===== src/sv/pidt_ram.sv =====
// generic single write port, single read port ram with registered read data
// no dependencies
module pidt_ram #(
  parameter int WIDTH = 8,
  parameter int DEPTH = 16
) (
  input  logic                     clk_i,
  input  logic                     we_i,
  input  logic [$clog2(DEPTH)-1:0] waddr_i,
  input  logic [WIDTH-1:0]         wdata_i,
  input  logic [$clog2(DEPTH)-1:0] raddr_i,
  output logic [WIDTH-1:0]         rdata_o
);

  logic [WIDTH-1:0] mem [DEPTH];
  logic [WIDTH-1:0] rdata_q;

  always_ff @(posedge clk_i) begin
    if (we_i) begin
      mem[waddr_i] <= wdata_i;
    end
    rdata_q <= mem[raddr_i];
  end

  assign rdata_o = rdata_q;

endmodule


===== config.mk =====
export PLATFORM = sky130hd
export DESIGN_NAME = pidt_ram
export DESIGN_NICKNAME = d
export VERILOG_FILES = /design/src/sv/pidt_ram.sv
export SDC_FILE = /design/constraint.sdc
export NUM_CORES = 1
export LEC_CHECK = 0
export BUFFER_PORTS_ARGS = -buffer_cell sky130_fd_sc_hd__buf_2
export CAP_MARGIN = 20
export CORE_ASPECT_RATIO = 0.75
export CORE_MARGIN = 10
export CORE_UTILIZATION = 60
export DETAILED_ROUTE_END_ITERATION = 8
export PLACE_DENSITY_LB_ADDON = 0.25
export SYNTH_ARGS = -nofsm -noshare
export SYNTH_HDL_FRONTEND = slang
export SYNTH_SLANG_ARGS = --single-unit

===== constraint.sdc =====
create_clock -name clk_i -period 5.6 [get_ports clk_i]
set_input_delay 1.12 -clock clk_i [delete_from_list [all_inputs] [get_ports clk_i]]
set_output_delay 1.12 -clock clk_i [all_outputs]
set_load 0.01 [all_outputs]

==> results of run 1 <==
[placed cells by master, fill, tap and decap left out, drive strengths merged]
cell,n
a22oi,16
and2,1
and2b,1
buf,30
bufinv,2
clkbuf,18
clkinv,8
clkinvlp,3
dfxtp,8
edfxtp,128
mux4,32
nand2,9
nand2b,2
nand3,1
nand3b,2
nor2,13
nor2b,1
nor3,4
or3b,1
[routing by layer]
| layer | global-route usage, % | vias to the layer above | wire [um] | part of all wire, % |
|---|---|---|---|---|
| li1 | - | 1059 | - | - |
| met1 | 21.1 | 1212 | 3940 | 39 |
| met2 | 26.0 | 80 | 5110 | 51 |
| met3 | 4.79 | 12 | 785 | 7.9 |
| met4 | 7.51 | 0 | 157 | 1.6 |
| met5 | 0 | - | 0 | 0 |
[sequential cells by signal, summed over array words and instances (netlist names)]
name and flops:
mem 128, rdata_o 8
[path summary, 6_finish.rpt]
check	start	to	depth (start not counted)
worst min register to register	mem[14][0]	rdata_o[0]	3
worst min-delay path	mem[14][0]	rdata_o[0]	3
worst max register to register	mem[10][5]	rdata_o[5]	3
worst max-delay path	waddr_i[2]	mem[0][2]	4
[cell type report]
cell class                      count  share of cell area, %
Clock buffer                       18                   7.23
Tap cell                          108                   2.28
Multi-Input combinational cell     83                   17.8
Clock inverter                     13                   2.24
Timing Repair Buffer               30                   2.95
Sequential cell                   136                   67.5
[cell families after synthesis]
logic type             count (synthesis)  synth area share, %
DFF                                  136                 77.8
buffers and inverters                 10                 1.68
and+or+nand+nor                       35                 3.18
AOI/OAI and AO/OA                     16                 2.33
muxes                                 32                 15.0
[worst reg2reg max path, delay by kind of cell, from the launching register on]
kind / cells / cell delay, ns
AO/OA/AOI/OAI: 1 / 0.25
multiplexers: 1 / 0.53
flip-flops: 1 / 0.37
AND/OR/NAND/NOR: 1 / 0.10
[where the power goes]
part           internal, mW  total [mW]  switching, mW
sequential             1.14        1.15        0.00686
combinational        0.0425       0.103         0.0607
clock                 0.648        1.04          0.397
total                  1.83        2.29          0.465
==> flow_summary.toml, run 1 <==
[status]
outcome = "completed"

[clock_tree]
cts_hold_buffers = 0
clockRootBuffer = "clkbuf_16"
cts_tree = "built"
cts_resized = 0
postCtsSetupBuffers = 0
clk_pin_slew_ns = 0.05
cts_buffer_depth = 2
insertion_delay_ns = 0.41
cts-htree-levels = 4
cts_sinks = 136
cts_buffers = 17

[timing]
period_minus_slack_ns = 2.53
maxSlewViolCount = 0
fmax_mhz = 396
min_period_over_period_pct = 45.1
hold_viol_final = 0
skew_ns = 0.00788
rsz0062_at_grt = "false"
worst_pin_slew_ns = 0.986
setup_viol = 0
slew_headroom_pct = 34.0
fin_tns_setup_ns = 0
hold_ws_ns = 0.666
fin_ws_ns = 3.07

[placement]
dpl.hpwl_um = 5990
dp_slack_ns = 2.47
dp_cells = 356
gp_congestion = 0.727
io_buffers = 25
placed_area_um2 = 5350

[setup_path]
max_stage_delay_ns = 0.63
critPathMaxFanout = 5
worst_ep_required_time_ns = 5.72
slowest_stage = "nor3_1"
cp-end-kind = "flip-flop"
rrSetupSlack_ns = 4.23
critical-path-top-delay-family = "simple AND/OR/NAND/NOR gates"
crit_chain = "buf_2 > or3b_2 > nor3_1 > buf_4"
critPathKind = "in2reg"
cp-start-kind = "input port"
critPathArrivalTime_ns = 2.65
crit_buf_inv = 2

[yosys]
yosysWarnings = 0
ys_seq_elements = 136
netlist_area_um2 = 5150
postSynthAreaPerCell_um2 = 22.5
async_flop_share_pct = 0
ys_seq_area_share_pct = 77.8
syn-num-nets = 247
yosys.area.top_type = "edfxtp_1"
ys_types = 19
synth_enable_flop_cells = 128
yosysMostFrequentCell = "edfxtp_1"
synth_commonest_cells = "128 x edfxtp_1, 18 x mux4_2, 16 x a22oi_1"
synth_flop_cell = "edfxtp_1"
netlist_instances = 229
synth_area_leaders = "edfxtp_1 75%, mux4_2 7.9%, mux4_1 7.1%"
yosysTopAreaCellShare_pct = 74.7

[route]
viasPerCell = 6.09
routed_wl_um = 10000
dr.first_iter.drc_count = 257
wl_per_cell_um = 25.8
ant_nets = 0
drc = 0
drt-pass1-iter-count = 5
num_vias = 2363

[global_routing]
antenna_found_initial = 0
grt_max_degree = 33
grt_pass1_vias = 2604
grt_first_pass_wirelength_um = 15200
overflow = 0
grtUsageTotal_pct = 16.6

[worst_hold_path]
worstHoldPathType = "reg2reg"

[floorplanning]
start_util_pct = 61.1
core_area_um2 = 8420
rows = 29
die_h_um = 100
dieWidth_um = 127
io_pins = 26
floorplan.die_area_um2 = 12700

[final_layout]
fin_nets = 286
postLayoutCellArea_um2 = 5930
fin_cells = 388
fillers = 522
drive_gt1_share_pct = 27.9
area.growth.synth_to_final_pct = 15.3
multi_input_area_um2 = 1060
num_antenna_cells = 0
final_core_util_pct = 70.5
regArea_um2 = 4000

[power_and_ir_drop]
p_leak_nw = 1.99
power_density_nw_per_um2 = 387
vdd_drop_max_v = 0.000206
total_power_mw = 2.29

[job]
maxCapViolCount = 0
Note: power is estimated with default switching activity, not from simulation.
==> inputs of run 2 (changes only) <==
ABC_AREA = 1   (was default)
CORE_UTILIZATION = 55   (was 60)
clock period = 2 ns   (was 5.6 ns; I/O delays follow)
==> flow_summary.toml, run 2 <==
[power_and_ir_drop]
vdd_drop_max_v = 0.000662
p_leak_nw = 2.89
power_density_nw_per_um2 = 967

[floorplanning]
start_util_pct = 56.3
core_area_um2 = 10200
rows = 32
io_pins = 26
dieWidth_um = 138
floorplan.die_area_um2 = 15000
die_h_um = 109

[yosys]
yosysTopAreaCellShare_pct = 66.7
synth_mux_area_share_pct = 0
netlist_instances = 551
synthSimpleGateAreaFrac_pct = 21.0
synth_area_leaders = "edfxtp_1 67%, nand2_1 11%, nand3_1 8.4%"
synth-adder-area-share_pct = 0
syn-num-nets = 569
synth_compound_area_share_pct = 0
ys_seq_area_share_pct = 69.4
yosys.area.top_type = "edfxtp_1"
synth_flop_cell = "edfxtp_1"
synth_xor_area_share_pct = 0
synth_top_family_by_area = "simple AND/OR/NAND/NOR gates"
postSynthAreaPerCell_um2 = 10.5
synth_commonest_cells = "173 x nand2_1, 128 x edfxtp_1, 100 x inv_1"
synth_enable_flop_cells = 128
ys_types = 12
netlist_area_um2 = 5770
ys_seq_elements = 136
yosysMostFrequentCell = "nand2_1"
yosysWarnings = 0
async_flop_share_pct = 0

[setup_path]
crit_buf_inv = 1
critical-path-top-delay-family = "flip-flops"
critPathArrivalTime_ns = 0.95
cp-start-kind = "flip-flop"
r2r-start = "mem[1][4]"
cp-end-kind = "primary output"
rrSetupSlack_ns = 0.94
rr_worst_depth = 6
slowest_stage = "dfxtp_1"
crit_chain = "buf_2"
rr_endpoint = "rdata_o[4]"
worst_ep_required_time_ns = 1.60
critPathMaxFanout = 1
critPathKind = "reg2out"
max_stage_delay_ns = 0.38

[clock_tree]
postCtsSetupBuffers = 0
clockRootBuffer = "clkbuf_16"
cts_buffer_depth = 2
cts-htree-levels = 4
cts_sinks = 136
clk_pin_slew_ns = 0.06
cts_hold_buffers = 0
cts_tree = "built"
cts_resized = 0
insertion_delay_ns = 0.41
cts_buffers = 17

[final_layout]
postLayoutCellArea_um2 = 6610
top_register = "mem"
fin_cells = 742
final_cell_mix = "173 x nand2_1, 128 x edfxtp_1, 100 x inv_1, 97 x nand3_1, 25 x buf_2"
fin_nets = 611
num_antenna_cells = 0
area.growth.synth_to_final_pct = 14.6
drive_gt1_share_pct = 12.4
layout_commonest_cell = "nand2_1"
largest_reg_flops = 128
multi_input_area_um2 = 1210
regArea_um2 = 4000
fillers = 845

[route]
routed_wl_um = 13700
drt-pass1-iter-count = 6
dr.first_iter.drc_count = 494
viasPerCell = 5.39
ant_nets = 0
wl_per_cell_um = 18.4
drc = 0
num_vias = 3996

[timing]
min_period_over_period_pct = 67.4
skew_ns = 0.00563
slew_headroom_pct = 57.0
rsz0062_at_grt = "false"
maxSlewViolCount = 0
setup_viol = 0
fin_tns_setup_ns = 0
worst_pin_slew_ns = 0.644
hold_viol_final = 0
period_minus_slack_ns = 1.35
fmax_mhz = 742

[placement]
io_buffers = 25
dp_cells = 710
gp_congestion = 0.874
placed_area_um2 = 6090
dpl.hpwl_um = 8480

[global_routing]
grt_first_pass_wirelength_um = 21200
antenna_found_initial = 0
grtUsageTotal_pct = 18.6
grt_max_degree = 65
grt_pass1_vias = 3824
overflow = 0

[status]
outcome = "completed"

[worst_hold_path]
holdPathEnd = "rdata_o[5]"
worstHoldStart = "raddr_i[3]"
worstHoldPathType = "in2reg"
hold_depth = 3

[job]
maxCapViolCount = 0
[run 2: cell families after synthesis]
| family | after synthesis |
|---|---|
| and+or+nand+nor | 289 |
| DFF | 136 |
| buffers and inverters | 126 |
[run 2: worst max-delay path by stage]
stage,start,end,depth (start not counted)
5_1_grt,rdata_o[6],rdata_o[6],1
4_1_cts,rdata_o[6],rdata_o[6],1
2_1_floorplan,waddr_i[2],mem[10][0],2
3_5_place_dp,raddr_i[1],rdata_o[3],6
6_report,rdata_o[6],rdata_o[6],1
3_3_place_gp,raddr_i[1],rdata_o[3],6
[run 2: stage by stage]
step	hold slack, ns	util, %	setup slack [ns]	power (mW)
floorplan	0.499	-	0.649	3.49
finish	0.385	64.5	0.652	6.39
CTS	0.361	64.5	0.619	6.43
detailed placement	0.647	59.4	0.311	3.66
global placement	0.642	59.4	0.334	3.65
global route	0.391	64.5	0.568	6.60
[run 2: power by group]
group,leakage (nW),internal (mW),switching [mW]
sequential,1.22,3.19,0.0198
combinational,1.42,0.117,0.284
clock,0.255,1.68,1.10
total,2.89,4.99,1.40
[run 2: worst min-delay path: stages]
cell,delay (ns)
buf_2,0.17
nand3_1,0.11
nand2_1,0.06
[run 2: layout make-up]
class                      instances  area share [%]
clock buffer                      21            6.66
clock inverter                    11            1.25
inverter                         102            5.79
multi-input combinational        289            18.4
sequential                       136            60.6
tap                              136            2.57
timing repair buffer              47            4.77
[run 2: routing by layer]
metal | global-route usage (%) | share of wire (%) | up-vias
met4 | 7.13 | 2.1 | 0
met2 | 26.8 | 44 | 211
met1 | 25.0 | 43 | 1902
met3 | 7.34 | 11 | 28
met5 | 0 | 0 | -
li1 | - | - | 1855
==> inputs of run 3 (changes only) <==
CORE_UTILIZATION = 60   (was 55)
clock period = 1.4 ns   (was 2 ns; I/O delays follow)
==> flow_summary.toml, run 3 (same netlist as run 2, synthesis figures left out) <==
[status]
outcome = "completed"

[final_layout]
num_antenna_cells = 0
postLayoutCellArea_um2 = 6720
drive_gt1_share_pct = 13.2
final_cell_mix = "173 x nand2_1, 128 x edfxtp_1, 100 x inv_1, 97 x nand3_1"
fin_nets = 618
layout_commonest_cell = "nand2_1"
largest_reg_flops = 128
top_register = "mem"
area.growth.synth_to_final_pct = 16.6

[route]
num_vias = 3922
routed_wl_um = 13000
drt-pass1-iter-count = 5
drc = 0
wl_per_cell_um = 17.5
ant_nets = 0
dr.first_iter.drc_count = 476
viasPerCell = 5.29

[floorplanning]
start_util_pct = 62.7
floorplan.die_area_um2 = 14000
io_pins = 26
die_h_um = 105
rows = 30
dieWidth_um = 133
core_area_um2 = 9200

[clock_tree]
cts_sinks = 136
cts_resized = 0
cts_tree = "built"
clockRootBuffer = "clkbuf_16"
cts-htree-levels = 4
cts_hold_buffers = 0
insertion_delay_ns = 0.41
clk_pin_slew_ns = 0.06
cts_buffer_depth = 2
cts_buffers = 17
postCtsSetupBuffers = 0

[setup_path]
critPathMaxFanout = 1
critical-path-top-delay-family = "flip-flops"
cp-end-kind = "primary output"
critPathArrivalTime_ns = 0.93
crit_chain = "buf_2"
slowest_stage = "dfxtp_1"
critPathKind = "reg2out"
max_stage_delay_ns = 0.37
cp-start-kind = "flip-flop"
worst_ep_required_time_ns = 1.12
crit_buf_inv = 1

[timing]
setup_viol = 0
skew_ns = 0.00543
maxSlewViolCount = 0
fin_tns_setup_ns = 0
min_period_over_period_pct = 86.4
slew_headroom_pct = 75.6
period_minus_slack_ns = 1.21
hold_viol_final = 0
worst_pin_slew_ns = 0.366
hold_ws_ns = 0.247
rsz0062_at_grt = "false"
fmax_mhz = 826

[power_and_ir_drop]
p_leak_nw = 2.96
power_density_nw_per_um2 = 1410
vdd_drop_max_v = 0.00132
total_power_mw = 9.45

[global_routing]
grt_pass1_vias = 3803
top_usage_layer = "met2"
grt_first_pass_wirelength_um = 20500
met1_usage_pct = 27.0
grtUsageTotal_pct = 19.0
grt_max_degree = 49
gr-usage-met2_pct = 27.2
grt_use_met3_pct = 6.60
overflow = 0
antenna_found_initial = 0

[placement]
gp_congestion = 0.856
placed_area_um2 = 6150
io_buffers = 25
dpl.hpwl_um = 8350

[job]
maxCapViolCount = 0

[worst_hold_path]
worstHoldPathType = "in2reg"
## run 3: routing by layer
layer / vias up / share of wire (%)
li1: 1870 / -
met5: - / 0
met2: 206 / 44
met4: 0 / 1.4
met1: 1826 / 46
met3: 20 / 8.8
## run 3: area by class of cell
| class | count | area, um2 |
|---|---|---|
| Inverter | 102 | 383 |
| Clock buffer | 20 | 437 |
| Multi-Input combinational cell | 289 | 1210 |
| Tap cell | 128 | 160 |
| Clock inverter | 12 | 133 |
| Timing Repair Buffer | 54 | 393 |
| Fill cell | 631 | 2470 |
| Sequential cell | 136 | 4000 |
## run 3: final timing paths
kind	slack (ns)	end	startpoint	cells past startpoint
max	0.19	rdata_o[7]	rdata_o[7]	1
min	0.25	rdata_o[5]	raddr_i[3]	3
max reg2reg	0.39	rdata_o[7]	mem[15][7]	6
min reg2reg	0.68	rdata_o[6]	mem[11][6]	6
## run 3: where the power goes
| part | leakage, nW | total, mW | internal [mW] | switching, mW |
|---|---|---|---|---|
| Combinational | 1.46 | 0.592 | 0.188 | 0.404 |
| Clock | 0.277 | 4.28 | 2.76 | 1.52 |
| Sequential | 1.22 | 4.58 | 4.55 | 0.0280 |
## run 3: per-stage QoR
stage | util, % | worst slack, ns | std cells
3_3_place_gp | 66.9 | 0.0352 | 709
4_1_cts | 73.1 | 0.187 | 741
3_5_place_dp | 66.9 | 0.0167 | 709
2_1_floorplan | - | 0.169 | 551
5_1_grt | 73.1 | 0.162 | 741
6_report | 73.1 | 0.190 | 741
## run 3: worst min-delay path, cell delays in order
cell and delay, ns:
buf_2 0.17, nand3_1 0.10, nand2_1 0.05
